[config.mk]
export PLATFORM = sky130hd
export DESIGN_NAME = quadrature_decoder_rpm
export DESIGN_NICKNAME = d
export VERILOG_FILES = /design/src/hdl/qdr_pkg.sv /design/src/hdl/quadrature_decoder_rpm.sv /design/src/hdl/qdr_front.sv /design/src/hdl/qdr_cmd_fifo.sv /design/src/hdl/qdr_div.sv /design/src/hdl/qdr_back.sv
export SDC_FILE = /design/constraint.sdc
export NUM_CORES = 1
export LEC_CHECK = 0
export ABC_AREA = 1
export BUFFER_PORTS_ARGS = -buffer_cell sky130_fd_sc_hd__buf_2
export CAP_MARGIN = 20
export CORE_MARGIN = 5
export CORE_UTILIZATION = 54
export DETAILED_ROUTE_END_ITERATION = 6
export PLACE_DENSITY_LB_ADDON = 0.12
export SYNTH_ARGS = -nofsm -noshare
export SYNTH_HDL_FRONTEND = slang
export SYNTH_SLANG_ARGS = --single-unit
[constraint.sdc]
create_clock -name clock -period 5.6 [get_ports clock]
set_input_delay 0.56 -clock clock [delete_from_list [all_inputs] [get_ports clock]]
set_output_delay 0.56 -clock clock [all_outputs]
set_load 0.02 [all_outputs]
[src/hdl/qdr_pkg.sv]
// Shared types, constants and the step classifier of the quadrature decoder.
package qdr_pkg;

   localparam int COUNT_BITS = 16;
   localparam int HALF_W     = COUNT_BITS - 1;

   localparam int CFG_W      = 16;
   localparam int CSR_ADDR_W = 4;
   localparam int CSR_DATA_W = 32;

   localparam int DIR_W      = 2;
   localparam int HALF_OUT_W = 15;
   localparam int RPM_W      = 16;
   localparam int MODE_W     = 2;

   localparam logic [MODE_W-1:0] MODE_SAMPLE = 2'd0;
   localparam logic [MODE_W-1:0] MODE_TICK   = 2'd1;
   localparam logic [MODE_W-1:0] MODE_LOAD   = 2'd2;

   localparam logic [DIR_W-1:0] DIR_STOP = 2'd0;
   localparam logic [DIR_W-1:0] DIR_FWD  = 2'd1;
   localparam logic [DIR_W-1:0] DIR_BACK = 2'd2;

   localparam logic [CFG_W-1:0] COUNT_MODULUS_RST = 16'd32768;
   localparam logic [CFG_W-1:0] SAMPLE_PERIOD_RST = 16'd10;
   localparam logic [CFG_W-1:0] PULSES_RST        = 16'd1;
   localparam logic [CFG_W-1:0] MAX_RPM_RST       = 16'd65535;

   localparam int SCALE_MS  = 1000;
   localparam int SCALE_MIN = 60;

   // diff < 2^16, times 1000 stays below 2^26
   localparam int DIFF_W = 16;
   localparam int PPS_W  = 26;

   localparam int DIV_N_W    = 32;
   localparam int DIV_D_W    = 17;
   localparam int DIV_STEP_W = $clog2(DIV_N_W);

   localparam int CMD_DEPTH = 2;
   localparam int CMD_PTR_W = (CMD_DEPTH > 1) ? $clog2(CMD_DEPTH) : 1;
   localparam int CMD_CNT_W = $clog2(CMD_DEPTH + 1);

   typedef enum logic [1:0] {
      REG_COUNT_MODULUS = 2'd0,
      REG_SAMPLE_PERIOD = 2'd1,
      REG_PULSES        = 2'd2,
      REG_MAX_RPM       = 2'd3
   } reg_index_type;

   typedef enum logic [2:0] {
      OP_FWD  = 3'd0,
      OP_BACK = 3'd1,
      OP_STOP = 3'd2,
      OP_TICK = 3'd3,
      OP_LOAD = 3'd4,
      OP_NOP  = 3'd5
   } op_type;

   typedef struct packed {
      logic [CFG_W-1:0] count_modulus;
      logic [CFG_W-1:0] sample_period_ms;
      logic [CFG_W-1:0] pulses_per_rev;
      logic [CFG_W-1:0] max_rpm;
   } cfg_type;

   typedef struct packed {
      logic               start;
      logic [DIV_N_W-1:0] dividend;
      logic [DIV_D_W-1:0] divisor;
   } div_req_type;

   typedef struct packed {
      logic               done;
      logic [DIV_N_W-1:0] quotient;
      logic [DIV_D_W-1:0] remainder;
   } div_rsp_type;

   // Gray-code step from previous {A,B} to current {A,B}
   function automatic op_type classify(logic [1:0] prev, logic [1:0] cur);
      logic [3:0] code;
      op_type     op;
      code = {prev, cur};
      case (code)
         4'h1, 4'h7, 4'hE, 4'h8: op = OP_FWD;
         4'h2, 4'hB, 4'hD, 4'h4: op = OP_BACK;
         default:                op = OP_STOP;
      endcase
      return op;
   endfunction

endpackage

[src/hdl/quadrature_decoder_rpm.sv]
// Top level of the quadrature decoder with speed measurement.
//
//   channel   direction   handshake               payload
//   req_      in          push / full             mode, phase_a, phase_b
//   rsp_      out         pop / empty             direction, half_count, speed_rpm
//   csr_      in/out      APB, pready tied high   four 16-bit registers at 4*i
//
// A sample, load or unused-mode item goes through the command queue into the result register.
// A tick holds the back end for three 32-step divisions (modulo, /sample_period_ms,
// /pulses_per_rev) on one shared serial divider.
// A two-entry command queue lets the input side keep taking items during a tick or while
// a result waits to be popped; req_full rises once the queue is full.
// Synchronous active-high reset clears counts, direction and speed and restores the registers.
module quadrature_decoder_rpm (
   input  logic                                clock,
   input  logic                                reset,
   input  logic                                req_push,
   output logic                                req_full,
   input  logic [qdr_pkg::MODE_W-1:0]          req_mode,
   input  logic                                req_phase_a,
   input  logic                                req_phase_b,
   output logic                                rsp_empty,
   input  logic                                rsp_pop,
   output logic [qdr_pkg::DIR_W-1:0]           rsp_direction,
   output logic [qdr_pkg::HALF_OUT_W-1:0]      rsp_half_count,
   output logic [qdr_pkg::RPM_W-1:0]           rsp_speed_rpm,
   input  logic                                csr_psel,
   input  logic                                csr_penable,
   input  logic                                csr_pwrite,
   input  logic [qdr_pkg::CSR_ADDR_W-1:0]      csr_paddr,
   input  logic [qdr_pkg::CSR_DATA_W-1:0]      csr_pwdata,
   output logic [qdr_pkg::CSR_DATA_W-1:0]      csr_prdata,
   output logic                                csr_pready
);

   qdr_pkg::cfg_type          cfg_ff, cfg_in;
   qdr_pkg::reg_index_type    reg_index;
   logic                      csr_write;
   logic [qdr_pkg::CFG_W-1:0] wdata;
   logic [qdr_pkg::CFG_W-1:0] rdata;

   logic                      cmd_push, cmd_full, cmd_take, cmd_empty;
   qdr_pkg::op_type           cmd_push_op, cmd_pop_op;

   assign csr_pready = 1'b1;
   assign csr_write  = csr_psel && csr_penable && csr_pwrite && csr_pready;
   assign reg_index  = qdr_pkg::reg_index_type'(csr_paddr[qdr_pkg::CSR_ADDR_W-1:2]);
   assign wdata      = csr_pwdata[qdr_pkg::CFG_W-1:0];

   always_comb begin
      cfg_in = cfg_ff;
      if (csr_write) begin
         case (reg_index)
            qdr_pkg::REG_COUNT_MODULUS: cfg_in.count_modulus    = wdata;
            qdr_pkg::REG_SAMPLE_PERIOD: cfg_in.sample_period_ms = wdata;
            qdr_pkg::REG_PULSES:        cfg_in.pulses_per_rev   = wdata;
            qdr_pkg::REG_MAX_RPM:       cfg_in.max_rpm          = wdata;
            default:                    cfg_in = cfg_ff;
         endcase
      end
   end

   always_comb begin
      case (reg_index)
         qdr_pkg::REG_COUNT_MODULUS: rdata = cfg_ff.count_modulus;
         qdr_pkg::REG_SAMPLE_PERIOD: rdata = cfg_ff.sample_period_ms;
         qdr_pkg::REG_PULSES:        rdata = cfg_ff.pulses_per_rev;
         qdr_pkg::REG_MAX_RPM:       rdata = cfg_ff.max_rpm;
         default:                    rdata = '0;
      endcase
   end

   assign csr_prdata = qdr_pkg::CSR_DATA_W'(rdata);

   always_ff @(posedge clock) begin
      if (reset) begin
         cfg_ff.count_modulus    <= qdr_pkg::COUNT_MODULUS_RST;
         cfg_ff.sample_period_ms <= qdr_pkg::SAMPLE_PERIOD_RST;
         cfg_ff.pulses_per_rev   <= qdr_pkg::PULSES_RST;
         cfg_ff.max_rpm          <= qdr_pkg::MAX_RPM_RST;
      end else begin
         cfg_ff <= cfg_in;
      end
   end

   qdr_front u_front (
      .clock       (clock),
      .reset       (reset),
      .req_push    (req_push),
      .req_mode    (req_mode),
      .req_phase_a (req_phase_a),
      .req_phase_b (req_phase_b),
      .req_full    (req_full),
      .cmd_full    (cmd_full),
      .cmd_push    (cmd_push),
      .cmd_op      (cmd_push_op)
   );

   qdr_cmd_fifo u_cmd_fifo (
      .clock   (clock),
      .reset   (reset),
      .push    (cmd_push),
      .push_op (cmd_push_op),
      .full    (cmd_full),
      .pop     (cmd_take),
      .pop_op  (cmd_pop_op),
      .empty   (cmd_empty)
   );

   qdr_back u_back (
      .clock          (clock),
      .reset          (reset),
      .cfg            (cfg_ff),
      .cmd_valid      (!cmd_empty),
      .cmd_op         (cmd_pop_op),
      .cmd_take       (cmd_take),
      .rsp_pop        (rsp_pop),
      .rsp_empty      (rsp_empty),
      .rsp_direction  (rsp_direction),
      .rsp_half_count (rsp_half_count),
      .rsp_speed_rpm  (rsp_speed_rpm)
   );

endmodule

[src/hdl/qdr_front.sv]
// Front end: accepts input items, tracks the phase levels and classifies each item.
module qdr_front (
   input  logic                        clock,
   input  logic                        reset,
   input  logic                        req_push,
   input  logic [qdr_pkg::MODE_W-1:0]  req_mode,
   input  logic                        req_phase_a,
   input  logic                        req_phase_b,
   output logic                        req_full,
   input  logic                        cmd_full,
   output logic                        cmd_push,
   output qdr_pkg::op_type             cmd_op
);

   logic [1:0] prev_phase_ff, prev_phase_in;
   logic [1:0] cur_phase;

   assign cur_phase = {req_phase_a, req_phase_b};
   assign req_full  = cmd_full;
   assign cmd_push  = req_push && !cmd_full;

   always_comb begin
      prev_phase_in = prev_phase_ff;
      case (req_mode)
         qdr_pkg::MODE_SAMPLE: begin
            cmd_op        = qdr_pkg::classify(prev_phase_ff, cur_phase);
            prev_phase_in = cur_phase;
         end
         qdr_pkg::MODE_TICK: begin
            cmd_op = qdr_pkg::OP_TICK;
         end
         qdr_pkg::MODE_LOAD: begin
            cmd_op        = qdr_pkg::OP_LOAD;
            prev_phase_in = cur_phase;
         end
         default: begin
            cmd_op = qdr_pkg::OP_NOP;
         end
      endcase
   end

   always_ff @(posedge clock) begin
      if (reset) begin
         prev_phase_ff <= 2'b00;
      end else if (cmd_push) begin
         prev_phase_ff <= prev_phase_in;
      end
   end

endmodule

[src/hdl/qdr_cmd_fifo.sv]
// Short command queue between the front end and the back end.
module qdr_cmd_fifo (
   input  logic            clock,
   input  logic            reset,
   input  logic            push,
   input  qdr_pkg::op_type push_op,
   output logic            full,
   input  logic            pop,
   output qdr_pkg::op_type pop_op,
   output logic            empty
);

   qdr_pkg::op_type                 entry_ff [qdr_pkg::CMD_DEPTH];
   logic [qdr_pkg::CMD_PTR_W-1:0]   wr_ptr_ff, wr_ptr_in;
   logic [qdr_pkg::CMD_PTR_W-1:0]   rd_ptr_ff, rd_ptr_in;
   logic [qdr_pkg::CMD_CNT_W-1:0]   count_ff, count_in;
   logic                            do_push, do_pop;

   assign full    = (count_ff == qdr_pkg::CMD_CNT_W'(qdr_pkg::CMD_DEPTH));
   assign empty   = (count_ff == '0);
   assign do_push = push && !full;
   assign do_pop  = pop && !empty;
   assign pop_op  = entry_ff[rd_ptr_ff];

   always_comb begin
      wr_ptr_in = wr_ptr_ff;
      rd_ptr_in = rd_ptr_ff;
      count_in  = count_ff;
      if (do_push) begin
         wr_ptr_in = (wr_ptr_ff == qdr_pkg::CMD_PTR_W'(qdr_pkg::CMD_DEPTH - 1)) ?
                     '0 : wr_ptr_ff + 1'b1;
      end
      if (do_pop) begin
         rd_ptr_in = (rd_ptr_ff == qdr_pkg::CMD_PTR_W'(qdr_pkg::CMD_DEPTH - 1)) ?
                     '0 : rd_ptr_ff + 1'b1;
      end
      if (do_push && !do_pop) begin
         count_in = count_ff + 1'b1;
      end else if (do_pop && !do_push) begin
         count_in = count_ff - 1'b1;
      end
   end

   always_ff @(posedge clock) begin
      if (reset) begin
         wr_ptr_ff <= '0;
         rd_ptr_ff <= '0;
         count_ff  <= '0;
      end else begin
         wr_ptr_ff <= wr_ptr_in;
         rd_ptr_ff <= rd_ptr_in;
         count_ff  <= count_in;
      end
   end

   always_ff @(posedge clock) begin
      if (do_push) begin
         entry_ff[wr_ptr_ff] <= push_op;
      end
   end

endmodule

[src/hdl/qdr_div.sv]
// Restoring serial divider, one quotient bit per cycle.
module qdr_div (
   input  logic                 clock,
   input  logic                 reset,
   input  qdr_pkg::div_req_type req,
   output qdr_pkg::div_rsp_type rsp
);

   localparam int NW = qdr_pkg::DIV_N_W;
   localparam int DW = qdr_pkg::DIV_D_W;

   logic                               busy_ff, busy_in;
   logic                               done_ff, done_in;
   logic [qdr_pkg::DIV_STEP_W-1:0]     step_ff, step_in;
   logic [DW-1:0]                      rem_ff, rem_in;
   logic [NW-1:0]                      quo_ff, quo_in;
   logic [DW-1:0]                      dvs_ff, dvs_in;
   logic [DW:0]                        shifted;
   logic [DW+1:0]                      trial;
   logic                               fits;

   assign shifted = {rem_ff, quo_ff[NW-1]};
   assign trial   = {1'b0, shifted} - {2'b00, dvs_ff};
   assign fits    = !trial[DW+1];

   always_comb begin
      busy_in = busy_ff;
      done_in = 1'b0;
      step_in = step_ff;
      rem_in  = rem_ff;
      quo_in  = quo_ff;
      dvs_in  = dvs_ff;
      if (req.start) begin
         busy_in = 1'b1;
         step_in = '0;
         rem_in  = '0;
         quo_in  = req.dividend;
         dvs_in  = req.divisor;
      end else if (busy_ff) begin
         rem_in  = fits ? trial[DW-1:0] : shifted[DW-1:0];
         quo_in  = {quo_ff[NW-2:0], fits};
         step_in = step_ff + 1'b1;
         if (step_ff == qdr_pkg::DIV_STEP_W'(NW - 1)) begin
            busy_in = 1'b0;
            done_in = 1'b1;
         end
      end
   end

   always_ff @(posedge clock) begin
      if (reset) begin
         busy_ff <= 1'b0;
         done_ff <= 1'b0;
      end else begin
         busy_ff <= busy_in;
         done_ff <= done_in;
      end
   end

   always_ff @(posedge clock) begin
      step_ff <= step_in;
      rem_ff  <= rem_in;
      quo_ff  <= quo_in;
      dvs_ff  <= dvs_in;
   end

   assign rsp.done      = done_ff;
   assign rsp.quotient  = quo_ff;
   assign rsp.remainder = rem_ff;

endmodule

[src/hdl/qdr_back.sv]
// Back end: counter, direction and speed computation, and the result register.
module qdr_back (
   input  logic                              clock,
   input  logic                              reset,
   input  qdr_pkg::cfg_type                  cfg,
   input  logic                              cmd_valid,
   input  qdr_pkg::op_type                   cmd_op,
   output logic                              cmd_take,
   input  logic                              rsp_pop,
   output logic                              rsp_empty,
   output logic [qdr_pkg::DIR_W-1:0]         rsp_direction,
   output logic [qdr_pkg::HALF_OUT_W-1:0]    rsp_half_count,
   output logic [qdr_pkg::RPM_W-1:0]         rsp_speed_rpm
);

   localparam int CB = qdr_pkg::COUNT_BITS;
   localparam int HW = qdr_pkg::HALF_W;
   localparam int NW = qdr_pkg::DIV_N_W;
   localparam int DW = qdr_pkg::DIV_D_W;

   typedef enum logic [5:0] {
      ST_IDLE = 6'b000001,
      ST_MOD  = 6'b000010,
      ST_MUL1 = 6'b000100,
      ST_DIV1 = 6'b001000,
      ST_MUL2 = 6'b010000,
      ST_DIV2 = 6'b100000
   } state_type;

   state_type                         state_ff, state_in;
   logic [CB-1:0]                     edge_count_ff, edge_count_in;
   logic [HW-1:0]                     last_half_ff, last_half_in;
   logic [qdr_pkg::DIR_W-1:0]         dir_ff, dir_in;
   logic [qdr_pkg::RPM_W-1:0]         rpm_ff, rpm_in;
   logic                              neg_ff, neg_in;
   logic [qdr_pkg::DIFF_W-1:0]        diff_ff, diff_in;
   logic [qdr_pkg::PPS_W-1:0]         pps_ff, pps_in;

   logic                              out_valid_ff, out_valid_in;
   logic [qdr_pkg::DIR_W-1:0]         out_dir_ff;
   logic [qdr_pkg::HALF_OUT_W-1:0]    out_half_ff, out_half_in;
   logic [qdr_pkg::RPM_W-1:0]         out_rpm_ff;
   logic                              out_wr;

   logic [HW-1:0]                     half;
   logic [HW:0]                       delta;
   logic                              delta_neg;
   logic [HW-1:0]                     delta_mag;
   logic [DW-1:0]                     modulus;
   logic [qdr_pkg::PPS_W-1:0]         scaled_ms;
   logic [NW-1:0]                     scaled_min;
   logic [NW-1:0]                     half_ext;
   logic [qdr_pkg::RPM_W-1:0]         rpm_sel;
   logic                              no_rate;

   qdr_pkg::div_req_type              div_req;
   qdr_pkg::div_rsp_type              div_rsp;

   qdr_div u_div (
      .clock (clock),
      .reset (reset),
      .req   (div_req),
      .rsp   (div_rsp)
   );

   assign half      = edge_count_ff[CB-1:1];
   assign delta     = {1'b0, half} - {1'b0, last_half_ff};
   assign delta_neg = delta[HW];
   assign delta_mag = delta_neg ? (~delta[HW-1:0] + 1'b1) : delta[HW-1:0];
   // a zero modulus means the full 16-bit range
   assign modulus   = (cfg.count_modulus == '0) ? DW'(32'h10000) : {1'b0, cfg.count_modulus};
   assign scaled_ms  = qdr_pkg::PPS_W'(diff_ff) * qdr_pkg::PPS_W'(qdr_pkg::SCALE_MS);
   assign scaled_min = NW'(pps_ff) * NW'(qdr_pkg::SCALE_MIN);
   assign no_rate    = (cfg.sample_period_ms == '0) || (cfg.pulses_per_rev == '0);

   assign cmd_take = (state_ff == ST_IDLE) && cmd_valid && (!out_valid_ff || rsp_pop);

   always_comb begin
      if (no_rate || (div_rsp.quotient > NW'(cfg.max_rpm))) begin
         rpm_sel = cfg.max_rpm;
      end else begin
         rpm_sel = div_rsp.quotient[qdr_pkg::RPM_W-1:0];
      end
   end

   always_comb begin
      div_req.start    = 1'b0;
      div_req.dividend = '0;
      div_req.divisor  = '0;
      case (state_ff)
         ST_IDLE: begin
            div_req.start    = cmd_take && (cmd_op == qdr_pkg::OP_TICK);
            div_req.dividend = NW'(delta_mag);
            div_req.divisor  = modulus;
         end
         ST_MUL1: begin
            div_req.start    = 1'b1;
            div_req.dividend = NW'(scaled_ms);
            div_req.divisor  = {1'b0, cfg.sample_period_ms};
         end
         ST_MUL2: begin
            div_req.start    = 1'b1;
            div_req.dividend = scaled_min;
            div_req.divisor  = {1'b0, cfg.pulses_per_rev};
         end
         default: begin
            div_req.start = 1'b0;
         end
      endcase
   end

   always_comb begin
      state_in      = state_ff;
      edge_count_in = edge_count_ff;
      last_half_in  = last_half_ff;
      dir_in        = dir_ff;
      rpm_in        = rpm_ff;
      neg_in        = neg_ff;
      diff_in       = diff_ff;
      pps_in        = pps_ff;
      out_wr        = 1'b0;
      case (state_ff)
         ST_IDLE: begin
            if (cmd_take) begin
               out_wr = (cmd_op != qdr_pkg::OP_TICK);
               case (cmd_op)
                  qdr_pkg::OP_FWD: begin
                     edge_count_in = edge_count_ff + 1'b1;
                     dir_in        = qdr_pkg::DIR_FWD;
                  end
                  qdr_pkg::OP_BACK: begin
                     edge_count_in = edge_count_ff - 1'b1;
                     dir_in        = qdr_pkg::DIR_BACK;
                  end
                  qdr_pkg::OP_STOP: begin
                     dir_in = qdr_pkg::DIR_STOP;
                  end
                  qdr_pkg::OP_LOAD: begin
                     edge_count_in = '0;
                     last_half_in  = '0;
                     dir_in        = qdr_pkg::DIR_STOP;
                     rpm_in        = '0;
                  end
                  qdr_pkg::OP_TICK: begin
                     neg_in   = delta_neg;
                     state_in = ST_MOD;
                  end
                  default: begin
                     out_wr = 1'b1;
                  end
               endcase
            end
         end
         ST_MOD: begin
            if (div_rsp.done) begin
               // true modulo: fold a negative remainder back into range
               if (neg_ff && (div_rsp.remainder != '0)) begin
                  diff_in = qdr_pkg::DIFF_W'(modulus - div_rsp.remainder);
               end else begin
                  diff_in = div_rsp.remainder[qdr_pkg::DIFF_W-1:0];
               end
               state_in = ST_MUL1;
            end
         end
         ST_MUL1: begin
            state_in = ST_DIV1;
         end
         ST_DIV1: begin
            if (div_rsp.done) begin
               pps_in   = div_rsp.quotient[qdr_pkg::PPS_W-1:0];
               state_in = ST_MUL2;
            end
         end
         ST_MUL2: begin
            state_in = ST_DIV2;
         end
         ST_DIV2: begin
            if (div_rsp.done) begin
               rpm_in       = rpm_sel;
               last_half_in = half;
               out_wr       = 1'b1;
               state_in     = ST_IDLE;
            end
         end
         default: begin
            state_in = ST_IDLE;
         end
      endcase
   end

   assign half_ext     = NW'(edge_count_in[CB-1:1]);
   assign out_half_in  = half_ext[qdr_pkg::HALF_OUT_W-1:0];
   assign out_valid_in = out_wr || (out_valid_ff && !rsp_pop);

   always_ff @(posedge clock) begin
      if (reset) begin
         state_ff      <= ST_IDLE;
         edge_count_ff <= '0;
         last_half_ff  <= '0;
         dir_ff        <= qdr_pkg::DIR_STOP;
         rpm_ff        <= '0;
         out_valid_ff  <= 1'b0;
      end else begin
         state_ff      <= state_in;
         edge_count_ff <= edge_count_in;
         last_half_ff  <= last_half_in;
         dir_ff        <= dir_in;
         rpm_ff        <= rpm_in;
         out_valid_ff  <= out_valid_in;
      end
   end

   always_ff @(posedge clock) begin
      neg_ff  <= neg_in;
      diff_ff <= diff_in;
      pps_ff  <= pps_in;
      if (out_wr) begin
         out_dir_ff  <= dir_in;
         out_half_ff <= out_half_in;
         out_rpm_ff  <= rpm_in;
      end
   end

   assign rsp_empty      = !out_valid_ff;
   assign rsp_direction  = out_dir_ff;
   assign rsp_half_count = out_half_ff;
   assign rsp_speed_rpm  = out_rpm_ff;

   // divider results only come back while a tick is waiting on them
   a_done_in_wait: assert property (@(posedge clock) disable iff (reset)
      div_rsp.done |-> (state_ff == ST_MOD || state_ff == ST_DIV1 || state_ff == ST_DIV2))
      else $error("divider finished outside a wait state");

   // the result slot was freed when the tick was taken and nothing else fills it
   a_slot_free: assert property (@(posedge clock) disable iff (reset)
      (state_ff == ST_DIV2 && div_rsp.done) |-> !out_valid_ff)
      else $error("tick result would overwrite a pending result");

   // the edge counter moves by one step at most, or is cleared by a load
   a_count_step: assert property (@(posedge clock) disable iff (reset)
      1'b1 |=> (edge_count_ff == $past(edge_count_ff) ||
                edge_count_ff == CB'($past(edge_count_ff) + 1'b1) ||
                edge_count_ff == CB'($past(edge_count_ff) - 1'b1) ||
                edge_count_ff == '0))
      else $error("edge counter jumped");

endmodule

== Word level (Yosys, flattened, before mapping) ==
Memories as Yosys holds them, arrays and structs flattened. A register that Yosys moved wholly into a read port is not among the register bits.
Cells that the tools add are included.
Word-level totals
  register bits: 275
  bits in read-only memories: 32
  memory bits (writable): 6
  memories: 2
  input bits: 47
Operators by class
  multipliers: 2
  magnitude comparators: 1
  equality and inequality tests: 24
  reductions and logical operators: 51
  bitwise gates (word level): 2
  multiplexer cells: 47
  $add $sub $neg: 11
Memories
  (no name shown): words 16, width 2, rd ports 1, clocked after memory_dff 0, write ports 0, line qdr_pkg.sv:84  | case (code)
  u_cmd_fifo.entry_ff: words 2, width 3, rd ports 1, clocked after memory_dff 1, write ports 1, line qdr_cmd_fifo.sv:13  | qdr_pkg::op_type entry_ff [qdr_pkg::CMD_DEPTH];
Operator list (number)
  $pmux 49 s3: 1
  $mux 16: 7
  $mux 32: 2
  $pmux 16 s4: 1
  $mux 15: 4
  $logic_not 16->1: 3
  $pmux 16 s3: 1
  $pmux 6 s6: 1
  $mux 17: 2
  $gt 32x16->1: 1
  $pmux 16 s2: 1
  $mul 26x4->30 const B: 1
  $mux 6: 5
  $pmux 15 s2: 1
  $mul 16x7->23 const B: 1
  $sub 18x17->19: 1
  $reduce_bool 17->1: 1
  $add 16x1->16 const B: 1
  $sub 15x15->16: 1
  $sub 16x1->16 const B: 1
  $sub 16x16->16: 1
  $add 15x1->15 const B: 1
  $not 15->15: 1
  $reduce_and 2->1: 7
  38 further kinds: 91

== Longest topological paths before layout ==
  depth in word-level cells: 8
  gate-level depth with buffers: 19

== Hierarchy ==
Synthesis repeated with hierarchy kept, for this count alone.
Second synthesis, totals
  cells, all modules: 2997
  area, all modules: 22248.8 sq um
By module, submodules not included
  qdr_back: times used 1, seq. area each 3403.3 sq um, area each 14348.8 sq um, cells an instance 1917
  qdr_div: times used 1, seq. area each 1951.9 sq um, area each 4167.7 sq um, cells an instance 531
  quadrature_decoder_rpm: times used 1, seq. area each 1281.2 sq um, area each 3019.1 sq um, cells an instance 462
  qdr_cmd_fifo: times used 1, seq. area each 280.3 sq um, area each 466.7 sq um, cells an instance 46
  qdr_front: times used 1, seq. area each 40.0 sq um, area each 246.5 sq um, cells an instance 41

== Worst setup path after synthesis ==
No wires, ideal clock.
  path type: reg2reg
  start: register u_back.diff_ff[0] (netlist name)
  end: register u_back.u_div.quo_ff[16], data pin
  path slack: 1208 ps
  arrival time: 4120 ps
  clock period less this slack: 4392 ps
  library setup time: 271 ps
  data required time: 5329 ps
  cell stages (with the launch flop): 16
  cells stage by stage: edfxtp_1 fa_1 fa_1 inv_1 fa_1 fa_1 inv_1 ha_1 nand2_1 nor3_1 nor2_1 o21ai_0 a31oi_1 or2_2 nand3_1 o211ai_1
Between the ends
  cells in the longest elaborated chain, start to end: 3
RTL lines
  from (decl): line qdr_back.sv:36  | logic [qdr_pkg::DIFF_W-1:0] diff_ff, diff_in;
  from (signal assigned): line qdr_back.sv:215  | diff_ff <= diff_in;
  $mul 16x7->23: line qdr_back.sv:72  | assign scaled_ms = qdr_pkg::PPS_W'(diff_ff) * qdr_pkg::PPS_W'(qdr_pkg::SCALE_MS);
  $pmux 49 s3: line qdr_back.sv:90  | case (state_ff)
  $mux 32: line qdr_div.sv:33  | if (req.start) begin
  named net u_back.u_div.quo_in[16]: line qdr_div.sv:16  | logic [NW-1:0] quo_ff, quo_in;
  to (signal assigned): line qdr_div.sv:63  | quo_ff <= quo_in;
  to (decl): line qdr_div.sv:16
The timed path passes the listed nets, and every way through them passes these cells.
A chain may end at the register's enable or synchronous reset.

== Worst setup path after layout ==
  start: register u_back.diff_ff[0] (netlist name)
  end: register u_back.u_div.quo_ff[17], data pin
The elaborated chain is that of the path after synthesis.

==> results.md <==
- Run status: complete, no violations
- Antenna cell count: 0
- FF/Latch Area: 6960 um^2
- Initial antenna violation count: 5
- Remaining DRCs: 0
- Reg2Reg Setup Slack: a little over 0.7 ns
- Average cell area after synthesis: 7.91 um^2
- Critical Path Sink Type: register
- Buffers on Ports: between 70 and 80
- CP bufs+invs: 2
- Post-CTS Setup Bufs: 0
- DP Area: 21700 um^2
- Ys flop type: dfxtp_1
- TritonRoute pass-1 iters: 5
- Pin count of the biggest net entering global routing: 74
- Clock Root Buffer: clkbuf_16
- Max-cap violation count: 0
- Layout Cell Area excl Fill: 22900 um^2
- Logic pwr share: 0.383
- Relative slew slack: 0.192
- Worst-path clk slew: roughly 0.06 ns
- Number of synthesized flops with an enable pin: 131
- Critical Path, Cell by Cell: fa_1 > fa_1 > inv_1 > fa_1 > fa_1 > inv_1 > ha_1 > nand2_1 > o21ai_0 > a21oi_1 > o21ai_0 > a21oi_1 > o21ai_0 > o211ai_1
- Global route total overflow: 0
- Psw: approximately 3.3 mW
- Yosys warns: 0
- Switching Fraction: 0.400
- Final hold slack: between 0.2 and 0.3 ns
- Chip Width: approximately 210 um
- Pwr Total: roughly 8.3 mW
- CP required: between 5 and 6 ns
- Synth unique cells: 54
- Hold Crit Class: in2reg
- Crit share post-route: 0.873
- Post-route insts no fill: 3240
- Routability cong.: ~0.94
- Dpl cells: 3176
- Post-CTS Hold Buffers: 0
- Maximum clock frequency: 0.205 GHz
- HPWL after DPL: 44100 um
- Gr usage total: 0.267
- Yosys reg bits: around 280
- Vias in the first global route: ~18000
- Clock power share: 0.271
- Row cnt: 72
- Initial core utilization: 0.543
- Final setup violation count: 0
- Area Growth Syn to Fin: 9.26%
- TritonCTS buffer count: 35
- Worst Skew: around 0.023 ns
- RSZ-0062 raised after global routing: no
- Layout Nets: 3020
- Worst-Margin Slew: 1.21 ns
- WS Path Type: reg2reg
- Layout cell share with drive strength beyond 1: 0.0724
- Vias/cell: between 5 and 6
- Critical path launch point type: register
- Post-DR wirelength/cell: 17.4 um
- DR iter-0 viols: 1392
- Slowest CP cell: fa_1
- Ports: around 120
- Clk Latency, worst-skew pair: 0.54 ns
- Part of the power in registers: 0.346
- PwrDens: between 300 and 400 nW/um^2
- Worst path arrival time: 5.14 ns
- Sink Count: 282
- Synth Cell Area: 21000 um^2
- Area of the multi-input gates: 12300 um^2
- Core Area: 38600 um^2
- H-tree depth: 2
- TNS Setup: 0 ns
- Die Ht: 207 um
- First-pass GRT wire length: slightly above 90000 um
- Post-DRT Antenna Nets: 0
- Fillers: around 3600
- Max-slew violations: 0
- Async S/R FF share, synth: 0
- Final Hold Viols: 0
- Seq/Total Area, Yosys: 0.332
- Final WL: 56500 um
- Crit path top cell by count: fa_1
- CP Max Fanout: 5
- Resize count post-CTS: 0
- Cells after synthesis: between 2000 and 3000
- Deepest clock path buffer count: 3
- CTS tree: built
- Die area: 42800 um^2
- Internal power: 4.99 mW
- Leakage: between 10 and 15 nW
- Top Family by Delay on Critical Path: adder cells
- Min Tclk post-route: 4.89 ns
- VDD IR max: 0.000387 V
- CP peak stage delay: between 0.5 and 0.6 ns
- Vias: 18000
per-layer routing:
layer  GRT usage  part of all wire  up-vias  routed length (um)
met5           0            0.0010        -                  59
met3      0.0373             0.062       80                3490
met1       0.384              0.46     8509               26200
met4      0.0574             0.019       10                1050
li1            -                 -     8946                   -
met2       0.435              0.45      477               25700
cell type report:
class,count,share of cell area
repair buffers,94,0.0232
well taps,518,0.0283
clock inverters,22,0.00809
clock buffers,41,0.0424
flip-flops and latches,282,0.304
multi-input cells,1931,0.536
inverters,352,0.0577
sequential cells by signal (all words and copies together), names as in the netlist, 2 cells and up, named ones only:
name and flops:
u_back.last_half_ff 15, u_cmd_fifo.count_ff 2, u_back.rpm_ff 16, u_back.u_div.quo_ff 32
u_back.pps_ff 26, u_back.state_ff 6, u_front.prev_phase_ff 2, u_back.u_div.rem_ff 17
u_back.rsp_direction 2, u_back.u_div.step_ff 5, u_back.rsp_speed_rpm 16, u_back.dir_ff 2
u_cmd_fifo.entry_ff 6, u_back.u_div.dvs_ff 17, cfg_ff 64, u_back.diff_ff 16
u_back.rsp_half_count 15, u_back.edge_count_ff 16
placed cells by master (no fill, tap or decap), drive strengths merged, types with 26 or more instances in the layout:
| master | instances |
|---|---|
| edfxtp | 131 |
| a21oi | 232 |
| dfxtp | 151 |
| o211ai | 37 |
| nor3 | 31 |
| xor2 | 31 |
| fa | 107 |
| ha | 170 |
| nor2 | 222 |
| nand3 | 143 |
| o21ai | 184 |
| nand4 | 26 |
| inv | 352 |
| buf | 94 |
| clkbuf | 41 |
| nand2 | 562 |
cells in the mapped netlist (all sizes together), types with 3 or more instances:
| cell type | n | area [um^2] |
|---|---|---|
| nand2 | 562 | 2130 |
| inv | 350 | 1310 |
| a21oi | 232 | 1160 |
| nor2 | 222 | 871 |
| o21ai | 184 | 921 |
| ha | 170 | 2130 |
| dfxtp | 151 | 3020 |
| nand3 | 143 | 716 |
| edfxtp | 131 | 3930 |
| fa | 107 | 2140 |
| clkbuf | 59 | 221 |
| buf | 39 | 248 |
| o211ai | 37 | 278 |
| nor3 | 31 | 155 |
| xor2 | 31 | 272 |
| nand4 | 26 | 163 |
| nor4 | 23 | 159 |
| nand3b | 18 | 135 |
| o21bai | 15 | 113 |
| o22ai | 15 | 93.8 |
| or2 | 15 | 93.8 |
| o2111ai | 14 | 123 |
| a31oi | 10 | 62.6 |
| a21o | 9 | 67.6 |
| xnor2 | 9 | 78.8 |
| a211oi | 8 | 60.1 |
| a21boi | 6 | 45.0 |
| a221oi | 4 | 47.6 |
| a22oi | 3 | 22.5 |
| o21a | 3 | 22.5 |
worst reg2reg max path, cell delays in order (launching register included):
cell	delay [ns]
edfxtp_1	0.50
fa_1	0.58
fa_1	0.53
inv_1	0.05
fa_1	0.47
fa_1	0.51
inv_1	0.05
ha_1	0.33
nand2_1	0.11
o21ai_0	0.27
a21oi_1	0.12
o21ai_0	0.43
a21oi_1	0.16
o21ai_0	0.35
o211ai_1	0.15
power by group through the flow:
stage	sequential (mW)	combinational, mW	clock [mW]
floorplan	2.97	2.27	0
global placement	2.90	3.09	0
detailed placement	2.91	3.16	0
CTS	2.88	3.17	2.29
global route	2.91	3.61	2.38
finish	2.88	3.19	2.25
path summary, 6_finish.rpt:
| kind | from | endpoint | cells past startpoint |
|---|---|---|---|
| setup reg to reg | u_back.diff_ff[0] | u_back.u_div.quo_ff[17] | 14 |
| hold / removal | req_mode[1] | u_cmd_fifo.entry_ff[1][2] | 1 |
| hold reg to reg | u_back.last_half_ff[5] | u_back.last_half_ff[5] | 2 |
| setup / recovery | u_back.diff_ff[0] | u_back.u_div.quo_ff[17] | 14 |
cell families after synthesis:
kind of cell / after synthesis / share of synthesized area
and+or+nand+nor: 1045 / 0.213
AOI/OAI and AO/OA: 552 / 0.149
DFF: 282 / 0.332
xor gates and xnor gates: 40 / 0.0167
adders and majority gates: 277 / 0.204
buffers and inverters: 450 / 0.0854
other: 2 / 0.000358
per-stage QoR:
| stage | setup WS (ns) | util |
|---|---|---|
| floorplan | 1.21 | - |
| global placement | 0.864 | 0.563 |
| detailed placement | 0.772 | 0.563 |
| CTS | 0.777 | 0.593 |
| global route | 0.454 | 0.594 |
| finish | 0.712 | 0.594 |
(Power assumes the default switching activity.)
